$ cat src/hw/rtl/rkit_pkg.sv
// Shared types and constants for the key interning table.
package rkit_pkg;
  localparam int unsigned Slots    = 256;
  localparam int unsigned IdxW     = 8;
  localparam int unsigned CntW     = 9;
  localparam int unsigned KeyWords = 5;
  localparam int unsigned KeyW     = 64 * KeyWords;
  localparam logic [31:0] GenMax   = 32'hffff_ffff;
  localparam logic [31:0] RefMax   = 32'hffff_ffff;

  typedef enum logic [2:0] {
    ST_OK        = 3'd0,
    ST_FULL      = 3'd1,
    ST_SATURATED = 3'd2,
    ST_INVALID   = 3'd3,
    ST_RANGE     = 3'd4,
    ST_STALE     = 3'd5
  } status_e;

  localparam logic ActAcquire = 1'b0;
  localparam logic ActRelease = 1'b1;

  typedef struct packed {
    logic            action;
    logic [KeyW-1:0] key;
    logic [IdxW-1:0] handle_index;
    logic [31:0]     handle_generation;
  } req_t;

  typedef struct packed {
    logic [2:0]      status;
    logic [IdxW-1:0] slot_index;
    logic [31:0]     slot_generation;
    logic            new_entry;
    logic            last_released;
  } rsp_t;
endpackage

$ cat src/hw/rtl/rkit_front.sv
// Request intake: two-entry queue that decouples the port from the engine.
module rkit_front import rkit_pkg::*; (
  input  logic clk_i,
  input  logic rst_ni,
  input  logic in_valid_i,
  output logic in_ready_o,
  input  req_t in_req_i,
  output logic q_valid_o,
  input  logic q_pop_i,
  output req_t q_req_o
);
  req_t       mem_q [2];
  logic       wr_q, rd_q;
  logic [1:0] cnt_q;
  logic       push;

  assign in_ready_o = (cnt_q != 2'd2);
  assign push       = in_valid_i && in_ready_o;
  assign q_valid_o  = (cnt_q != 2'd0);
  assign q_req_o    = mem_q[rd_q];

  always_ff @(posedge clk_i) begin
    if (push) mem_q[wr_q] <= in_req_i;
  end

  always_ff @(posedge clk_i or negedge rst_ni) begin
    if (!rst_ni) begin
      wr_q <= 1'b0; rd_q <= 1'b0; cnt_q <= 2'd0;
    end else begin
      if (push) wr_q <= ~wr_q;
      if (q_pop_i) rd_q <= ~rd_q;
      cnt_q <= cnt_q + {1'b0, push} - {1'b0, q_pop_i};
    end
  end
endmodule

$ cat config.mk
export PLATFORM = sky130hd
export DESIGN_NAME = rkit_front
export DESIGN_NICKNAME = d
export VERILOG_FILES = /design/src/hw/rtl/rkit_pkg.sv /design/src/hw/rtl/rkit_front.sv
export SDC_FILE = /design/constraint.sdc
export NUM_CORES = 1
export LEC_CHECK = 0
export BUFFER_PORTS_ARGS = -buffer_cell sky130_fd_sc_hd__buf_2
export CORE_MARGIN = 2
export CORE_UTILIZATION = 35
export CTS_CLUSTER_DIAMETER = 30
export DETAILED_ROUTE_END_ITERATION = 7
export GPL_TIMING_DRIVEN = 0
export PLACE_DENSITY = 0.64
export SLEW_MARGIN = 30
export SYNTH_ARGS = -nofsm -noshare
export SYNTH_HDL_FRONTEND = slang
export SYNTH_SLANG_ARGS = --single-unit
export TNS_END_PERCENT = 20
$ cat constraint.sdc
create_clock -name clk_i -period 26.6 [get_ports clk_i]
set_clock_uncertainty 0.1 [all_clocks]
set_input_delay 2.66 -clock clk_i [delete_from_list [all_inputs] [get_ports clk_i]]
set_output_delay 2.66 -clock clk_i [all_outputs]
set_load 0.02 [all_outputs]
==> out/qor.txt, run 1 <==
outcome - completed
count leader, synth - edfxtp_1
synth warn - 0
drt via density - 4.48
row cnt - 101
layout cell share with drive strength beyond 1 - 64.2%
Syn Nets - 1506
unrepaired setup endpoints after global routing - false
Top-Level Pins - 728
nets - 2400
initial antenna violation count - 23
reg2reg start - cnt_q[0]$_DFF_PN0_
IO Port Bufs - 727
Mapped Avg Cell Area - 23.6 um2
First DRT Iteration DRCs - 667
met3 wire length - 5970 um
max cap viols - 0
Resize count post-CTS - 0
peak supply drop - 0.0855 mV
critical path data required time - 23840 ps
#FFs+latches synth - 726
root buf cell - clkbuf_16
crit-path max FO - 10
first-pass GRT wire length - 90900 um
Static Leak - 14.6 nW
top area cells in the synthesized netlist - edfxtp_1 (80%), mux2_4 (10%), mux2_2 (7.6%)
worst-margin pin slew - 548 ps
Initial Utilization - 35.4%
Slew HR - 63.5%
number of flops mapped to enable cells by yosys - 722
HPWL after detailed placement - 46800 um
synthesized area - 26900 um2
sequential cell area fraction in the yosys report - 80.8%
TritonCTS buffer count - 136
Internal Power - 3.30 mW
post-synthesis cell type count - 18
hold crit path type - reg2reg
dominant cell type by area after synthesis - edfxtp_1
largest net degree at the start of global routing - 47
sequential share of power - 33.5%
DRC - 0
kind of critical path - reg2out
Post-synth ARST share - 0.551%
post-route ant nets - 0
Setup-failing EPs final - 0
Mapped Cells - 1140
cell count of the worst reg-to-reg path - 11
hold path start - cnt_q[0]$_DFF_PN0_
Fmax - 0.190 GHz
critical path data arrival time - 2500 ps
Initial DRT Pass Iterations - 4
met2 WL - 33900 um
pwr dens - 129 nW/um2
die area - 79200 um2
drt total wl - 64700 um
GRT overflow - 0
synthesis-to-finish area growth - 38.6%
H-Tree Depth - 4
clock share of power - 35.2%
Synth Flop Type - edfxtp_1
period utilization - 19.8%
vias in the first global route - 15.2k
clk slew on worst S/H paths - 50 ps
P_sw - 1.53 mW
Switching Share - 31.7%
Tot GR Track Use - 15.5%
crit path launch type - flip-flop
uppermost layer routed - met5
DR WL/cell - 20.3 um
CP endpoint kind - output port
Post-CTS Repair Setup Buffers - 0
setup ws final - 21340 ps
dpl ws - 21280 ps
DR vias - 14.3k
CTS tree - yes
combinational share of power - 31.3%
post-layout min period - 5260 ps
Hold Vio Cnt, Final - 0
hold path cells - 1
CTS Hold Bufs - 0
WHS - 461 ps
critical path launch point - rd_q$_DFFE_PN0P_
clock sink total - 726
die width - 281 um
Synth top area share - 80.5%
Synth top cells by count - edfxtp_1 (722), mux2_2 (181), mux2_4 (180)
CTS Buffer Depth - 3
Reg2Reg Setup Slack - 23480 ps
Final Slew Violations - 0
WL met1 - 22400 um
Core Area - 76100 um2
gpl congestion - 0.807
Clock Latency Late Sink - 690 ps
Die Y - 281 um
## placed cells by master, fill, tap and decap left out, drive strengths merged, types with 3 or more instances in the layout
cell type and count:
inv 10, edfxtp 722, clkbuf 152, clkinvlp 17
diode 15, bufinv 16, clkinv 52, xnor2 3
buf 796, mux2 361, dfrtp 4
## worst paths after layout
check	endpoint
max in group asynchronous	cnt_q[0]$_DFF_PN0_
hold reg to reg	cnt_q[0]$_DFF_PN0_
hold / removal	cnt_q[0]$_DFF_PN0_
setup reg to reg	mem_q[0][296]$_DFFE_PP_
setup / recovery	q_req_o[105]
min in group asynchronous	cnt_q[1]$_DFF_PN0_
## layout make-up
cell class / count / area, um2
well taps: 1030 / 1290
diodes: 15 / 37.5
repair buffers: 756 / 4380
multi-input cells: 374 / 4850
flip-flops and latches: 726 / 21800
clock inverters: 95 / 1220
plain buffers: 40 / 328
fillers: 6309 / 38700
clock buffers: 152 / 3460
## layer usage
| layer | up-vias | track usage, % |
|---|---|---|
| met5 | - | 0 |
| met4 | 18 | 7.77 |
| met3 | 156 | 6.84 |
| met2 | 571 | 27.2 |
| met1 | 7119 | 15.7 |
| li1 | 6433 | - |
## per-stage QoR
step	TNS (ps)	std cells	total power, mW	instance area [um2]	util, %
final	0	3188	4.83	37400	49.1
after global routing	0	3186	5.02	37300	49.1
after CTS	0	3173	4.90	37300	49.1
after detailed placement	0	2926	3.17	32600	42.9
after global placement	-149020	2897	3.29	31900	41.9
after floorplan	0	1140	2.75	26900	-
## critical path: stages, from the launching register on
cell	delay, ps
dfrtp_1	330
buf_2	290
buf_2	530
mux2_2	460
buf_2	180
## cells by family (layout without fill, tap and decap cells)
kind of cell	Yosys count	after routing	synth area share, %
DFF	726	726	80.8
other	0	15	0
xor gates and xnor gates	4	4	0.130
buffers and inverters	40	1043	1.22
AOI/OAI and AO/OA	2	2	0.0557
and+or+nand+nor	6	6	0.125
adders and majority gates	1	1	0.0464
muxes	361	361	17.6
## power by group through the flow
| stage | registers, mW | clock network [mW] | logic (mW) |
|---|---|---|---|
| final | 1.62 | 1.70 | 1.51 |
| after global routing | 1.64 | 1.79 | 1.59 |
| after CTS | 1.62 | 1.74 | 1.54 |
| after detailed placement | 1.64 | 0 | 1.53 |
| after global placement | 1.86 | 0 | 1.43 |
| after floorplan | 1.77 | 0 | 0.974 |
## flip-flops by register name (all words and copies together) (netlist names)
name	cells
mem_q	722
cnt_q	2
rd_q	1
wr_q	1
(Power assumes the default switching activity.)
==> inputs of run 2 (changes only) <==
==> constraint.sdc (replaced) <==
create_clock -name clk_i -period 5.3 [get_ports clk_i]
set_clock_uncertainty 0.1 [all_clocks]
set_input_delay 0.53 -clock clk_i [delete_from_list [all_inputs] [get_ports clk_i]]
set_output_delay 0.53 -clock clk_i [all_outputs]
set_load 0.02 [all_outputs]
==> run 2 against run 1 <==
  * Critical path depth is the same
  * Sequential power increased to 5.0 times the previous value
  * Hold slack worse by 390 ps
  * Via count is 11% higher
  * Count of clock-buffer cells in the layout up 4
  * Combinational power increased to 5.2 times the previous value
==> out/qor.txt, run 2 (synthesis results as in run 1) <==
outcome - completed
hold crit path type - in2reg
DRC - 0
TritonCTS buffer count - 138
Die Y - 281 um
kind of critical path - reg2out
CTS Buffer Depth - 3
Top reg by flops - mem_q
GRT overflow - 0
initial antenna violation count - 2
crit path launch type - flip-flop
final-layout fill cell count - 5792
DR vias - 15.9k
Reg2Reg Setup Slack - 2630 ps
die area - 79200 um2
gpl congestion - 0.818
final instance area - 41000 um2
first-pass GRT wire length - 101000 um
First DRT Iteration DRCs - 808
Top-Level Pins - 728
drt via density - 4.48
unrepaired setup endpoints after global routing - false
Final Slew Violations - 0
reg2reg start - cnt_q[0]$_DFF_PN0_
Tot GR Track Use - 17.0%
critical path launch point - rd_q$_DFFE_PN0P_
peak supply drop - 0.388 mV
worst-margin pin slew - 497 ps
row cnt - 101
synthesis-to-finish area growth - 52.2%
Hold Vio Cnt, Final - 0
Worst path max stage delay - 470 ps
CP Cell Sequence - buf_2 -> buf_2 -> mux2_2 -> buf_2
Core Area - 76100 um2
drt total wl - 70100 um
die width - 281 um
Reg2Reg Capture Point - mem_q[0][245]$_DFFE_PP_
placed inst area - 32700 um2
WHS - 73.6 ps
Most common cell on crit path - buf_2
cell count of the worst reg-to-reg path - 9
CP endpoint kind - output port
Final Non-Filler Cells - 3545
CTS tree - yes
Initial Utilization - 35.4%
H-Tree Depth - 4
Static Leak - 16.2 nW
layout cell share with drive strength beyond 1 - 55.2%
placed cells - 2927
nets - 2766
Initial DRT Pass Iterations - 4
critical path data arrival time - 2280 ps
clock sink total - 726
HPWL after detailed placement - 47000 um
Fmax - 0.344 GHz
Largest register FFs - 722
Slew HR - 66.8%
vias in the first global route - 17.7k
leading cell type in the layout, fill and taps excluded - buf_2
largest net degree at the start of global routing - 47
max cap viols - 0
commonest non-fill, non-tap cells in the layout - buf_2 (746), edfxtp_1 (722), dlygate4sd3_1 (363)
crit-path max FO - 10
Setup-failing EPs final - 0
post-route ant nets - 0
post-layout min period - 2910 ps
hold path start - in_valid_i
Top Registers - mem_q: 722 flops, cnt_q: 2 flops
root buf cell - clkbuf_16
clk slew on worst S/H paths - 50 ps
critical path data required time - 4670 ps
DR WL/cell - 19.8 um
period utilization - 54.9%
crit path to - q_req_o[81]
Clock Latency Late Sink - 690 ps
Resize count post-CTS - 0
crit path max-delay cell type - mux2_2
CTS Hold Bufs - 363
pwr dens - 602 nW/um2
IO Port Bufs - 727
Post-CTS Repair Setup Buffers - 0
==> run 2: changes by cell type in the layout (fill, tap and decap cells not counted), sizes merged, moves of 3 or more <==
cell         delta
diode          -11
clkbuf          +4
dlygate4sd3   +363
inv             +3
==> run 2: how the worst min path moves through the flow <==
| stage | endpoint | slack, ps | cells after the start |
|---|---|---|---|
| 6_report | wr_q$_DFFE_PN0P_ | 70 | 3 |
| 5_1_grt | wr_q$_DFFE_PN0P_ | 40 | 3 |
| 3_3_place_gp | cnt_q[0]$_DFF_PN0_ | 240 | 1 |
| 4_1_cts | wr_q$_DFFE_PN0P_ | 30 | 3 |
| 3_5_place_dp | wr_q$_DFFE_PN0P_ | 250 | 1 |
| 2_1_floorplan | cnt_q[0]$_DFF_PN0_ | 130 | 0 |
==> run 2: routing by layer <==
| metal | up-vias | GRT usage, % | part of all wire (%) |
|---|---|---|---|
| met5 | - | 0 | 0.016 |
| met4 | 2 | 8.12 | 3.8 |
| met3 | 172 | 5.62 | 6.9 |
| met2 | 639 | 30.9 | 54 |
| met1 | 7907 | 17.4 | 35 |
| li1 | 7157 | - | - |
==> run 2: where the power goes <==
part           internal [mW]  switching [mW]
sequential              7.84           0.297
combinational           3.35            4.56
clock                   5.65            3.01
==> run 2: final cells by class <==
type | count | area (um2) | area share [%]
timing repair buffer | 1120 | 8020 | 19.6
buffer | 40 | 328 | 0.799
clock inverter | 95 | 1160 | 2.82
antenna | 4 | 10.0 | 0.0244
clock buffer | 156 | 3560 | 8.69
tap | 1030 | 1290 | 3.14
multi-input combinational | 374 | 4860 | 11.9
sequential | 726 | 21800 | 53.1
==> run 2: worst max-delay path, delay by kind of cell (launching register included) <==
| family | cells | cell delay [ps] |
|---|---|---|
| multiplexers | 1 | 470 |
| buffers and inverters | 3 | 780 |
| flip-flops | 1 | 330 |
==> run 2: stage by stage <==
step / power, mW / setup WS (ps) / TNS, ps / util (%)
4_1_cts: 24.9 / 2260 / 0 / 53.9
2_1_floorplan: 13.3 / -1170 / -491010 / -
5_1_grt: 25.6 / 2230 / 0 / 53.9
3_5_place_dp: 15.9 / 2500 / 0 / 42.9
6_report: 24.7 / 2390 / 0 / 53.9
3_3_place_gp: 15.8 / -4090 / -2377110 / 41.9
==> inputs of run 3 (changes only) <==
--- a/config.mk
+++ b/config.mk
@@ -5,13 +5,14 @@
 export SDC_FILE = /design/constraint.sdc
 export NUM_CORES = 1
 export LEC_CHECK = 0
+export ABC_AREA = 1
 export BUFFER_PORTS_ARGS = -buffer_cell sky130_fd_sc_hd__buf_2
 export CORE_MARGIN = 2
 export CORE_UTILIZATION = 35
 export CTS_CLUSTER_DIAMETER = 30
 export DETAILED_ROUTE_END_ITERATION = 7
 export GPL_TIMING_DRIVEN = 0
-export PLACE_DENSITY = 0.64
+export PLACE_DENSITY = 0.66
 export SLEW_MARGIN = 30
 export SYNTH_ARGS = -nofsm -noshare
 export SYNTH_HDL_FRONTEND = slang
==> constraint.sdc (replaced) <==
create_clock -name clk_i -period 2.41 [get_ports clk_i]
set_clock_uncertainty 0.1 [all_clocks]
set_input_delay 0.241 -clock clk_i [delete_from_list [all_inputs] [get_ports clk_i]]
set_output_delay 0.241 -clock clk_i [all_outputs]
set_load 0.02 [all_outputs]
==> run 3 against run 2 <==
  * The flow now finishes with violations (negative setup slack)
  * Synthesized cell count up 0.88%
  * Critical path type unchanged
  * First-iteration DRC count down 2.6%
  * Worst setup slack worse by 2500 ps
  * Final cell count increased by 0.82%
  * Die area about the same
  * Combinational power is 140% higher
==> out/qor.txt, run 3 <==
commonest non-fill, non-tap cells in the layout - edfxtp_1 (722), buf_2 (706), dlygate4sd3_1 (365)
drt via density - 4.49
Reg2Reg Capture Point - mem_q[1][331]$_DFFE_PP_
DR WL/cell - 20.4 um
first-pass GRT wire length - 105000 um
met2 WL - 38700 um
Hold Vio Cnt, Final - 0
Synth top area share - 80.4%
uppermost layer routed - met5
Slew HR - 77.6%
die width - 282 um
post-route ant nets - 0
Worst path max stage delay - 380 ps
post-synthesis cell type count - 15
Top reg by flops - mem_q
Initial Utilization - 35.4%
CP endpoint kind - output port
Static Leak - 16.6 nW
row cnt - 101
Synth Flop Type - edfxtp_1
clk slew on worst S/H paths - 50 ps
post-layout min period - 2490 ps
met3 wire length - 5380 um
Mapped Avg Cell Area - 23.4 um2
synthesized area - 27000 um2
Core Area - 76100 um2
hold path cells - 2
Die Y - 282 um
critical path data required time - 2070 ps
setup ws final - -77.5 ps
sequential cell area fraction in the yosys report - 80.8%
dpl ws - -375 ps
outcome - finished with violations
synthesis-to-finish area growth - 55.3%
CP Cell Sequence - buf_4 -> buf_12 -> buf_12 -> buf_16 -> mux2_2 -> buf_2
period utilization - 103%
layout cell share with drive strength beyond 1 - 55.1%
Finished Core Util - 55.0%
#FFs+latches synth - 726
H-Tree Depth - 4
violated checks - negative setup slack
kind of critical path - reg2out
GRT overflow - 0
hold path endpoint - mem_q[1][144]$_DFFE_PP_
vias in the first global route - 18.1k
hold path start - in_req_i[144]
reg2reg start - cnt_q[1]$_DFF_PN0_
Syn Nets - 1516
Top-Level Pins - 728
crit path launch type - flip-flop
Final Slew Violations - 0
DR vias - 16.0k
Mapped Cells - 1150
max cap viols - 0
nets - 2792
placed inst area - 33000 um2
DRC - 0
IO Port Bufs - 727
leading cell type in the layout, fill and taps excluded - edfxtp_1
critical path data arrival time - 2150 ps
number of flops mapped to enable cells by yosys - 722
CTS tree - yes
hold crit path type - in2reg
Initial DRT Pass Iterations - 5
HPWL after detailed placement - 47700 um
Clock Latency Late Sink - 690 ps
Post-synth ARST share - 0.551%
root buf cell - clkbuf_16
peak supply drop - 0.850 mV
Fmax - 0.402 GHz
pwr dens - 1340 nW/um2
Reg area - 21800 um2
final-layout fill cell count - 5670
Tot GR Track Use - 17.8%
Reg2Reg Setup Slack - -30 ps
worst-margin pin slew - 336 ps
Setup-failing EPs final - 242
die area - 79300 um2
count leader, synth - edfxtp_1
Synth top cells by count - edfxtp_1 (722), mux2_2 (181), mux2_4 (180)
Top Registers - mem_q: 722 flops, cnt_q: 2 flops
top area cells in the synthesized netlist - edfxtp_1 (80%), mux2_4 (10%), mux2_2 (7.6%)
Largest register FFs - 722
CTS Buffer Depth - 3
crit path max-delay cell type - dfrtp_1
crit-path max FO - 11
unrepaired setup endpoints after global routing - true
dominant cell type by area after synthesis - edfxtp_1
largest net degree at the start of global routing - 52
TritonCTS buffer count - 139
WL met1 - 25900 um
clock sink total - 726
cell count of the worst reg-to-reg path - 9
Most common cell on crit path - buf_12
gpl congestion - 0.802
drt total wl - 73000 um
First DRT Iteration DRCs - 787
final instance area - 41900 um2
initial antenna violation count - 10
area of the multi-input gates - 4870 um2
synth warn - 0
-- run 3: worst max-delay path: cells and delay by family (launching register included) --
| kind | cells | cell delay, ps |
|---|---|---|
| buf+inv | 5 | 710 |
| flops | 1 | 380 |
| mux | 1 | 350 |
-- run 3: logic make-up after synthesis --
kind of cell	synth area share, %
and+or+nand+nor	0.227
buffers and inverters	1.29
AOI/OAI and AO/OA	0.0185
DFF	80.8
xor gates and xnor gates	0.0325
muxes	17.6
adders and majority gates	0.0464
-- run 3: worst max path at each step --
stage / cells past startpoint / end / start / slack, ps
after floorplan: 3 / mem_q[1][0]$_DFFE_PP_ / cnt_q[1]$_DFF_PN0_ / -4060
after global placement: 4 / mem_q[1][238]$_DFFE_PP_ / cnt_q[0]$_DFF_PN0_ / -6780
after detailed placement: 12 / mem_q[1][343]$_DFFE_PP_ / cnt_q[0]$_DFF_PN0_ / -380
after CTS: 5 / q_req_o[303] / rd_q$_DFFE_PN0P_ / -140
after global routing: 5 / q_req_o[329] / rd_q$_DFFE_PN0P_ / -170
final: 6 / q_req_o[160] / rd_q$_DFFE_PN0P_ / -80
-- run 3: what timing repair did --
action                                  CTS  global route
gates resized for setup                  99            16
endpoints found under the setup margin  497           519
buffers inserted                          5             0
cloned                                    3             1
pin swaps                                 3             2
hold buffers                            365             0
hold endpoints to repair                730             0
-- run 3: layout make-up --
type	instances	share of cell area [%]
Buffer	40	1.34
Multi-Input combinational cell	379	11.6
Clock inverter	102	2.91
Antenna cell	4	0.0239
Clock buffer	153	8.59
Inverter	5	0.0448
Timing Repair Buffer	1135	20.3
Tap cell	1030	3.08
Sequential cell	726	52.0
-- run 3: per-layer routing --
metal | vias up | track usage, %
li1 | 7255 | -
met1 | 7945 | 18.5
met2 | 649 | 31.8
met3 | 174 | 6.26
met4 | 8 | 8.67
met5 | - | 0
-- run 3: per-stage QoR --
stage / cells / total power, mW / hold slack, ps / setup TNS [ps]
after CTS: 3571 / 56.2 / 108 / -33370
after global routing: 3573 / 58.0 / 120 / -45810
final: 3574 / 56.0 / 169 / -6210
after global placement: 2907 / 30.3 / -52.9 / -4849570
after floorplan: 1150 / 28.3 / -155 / -2931510
after detailed placement: 2947 / 35.3 / -47.2 / -23750
-- run 3: power by group --
part	internal (mW)	switching, mW
logic	8.34	10.3
registers	17.2	0.662
clock network	12.8	6.66
total	38.4	17.6
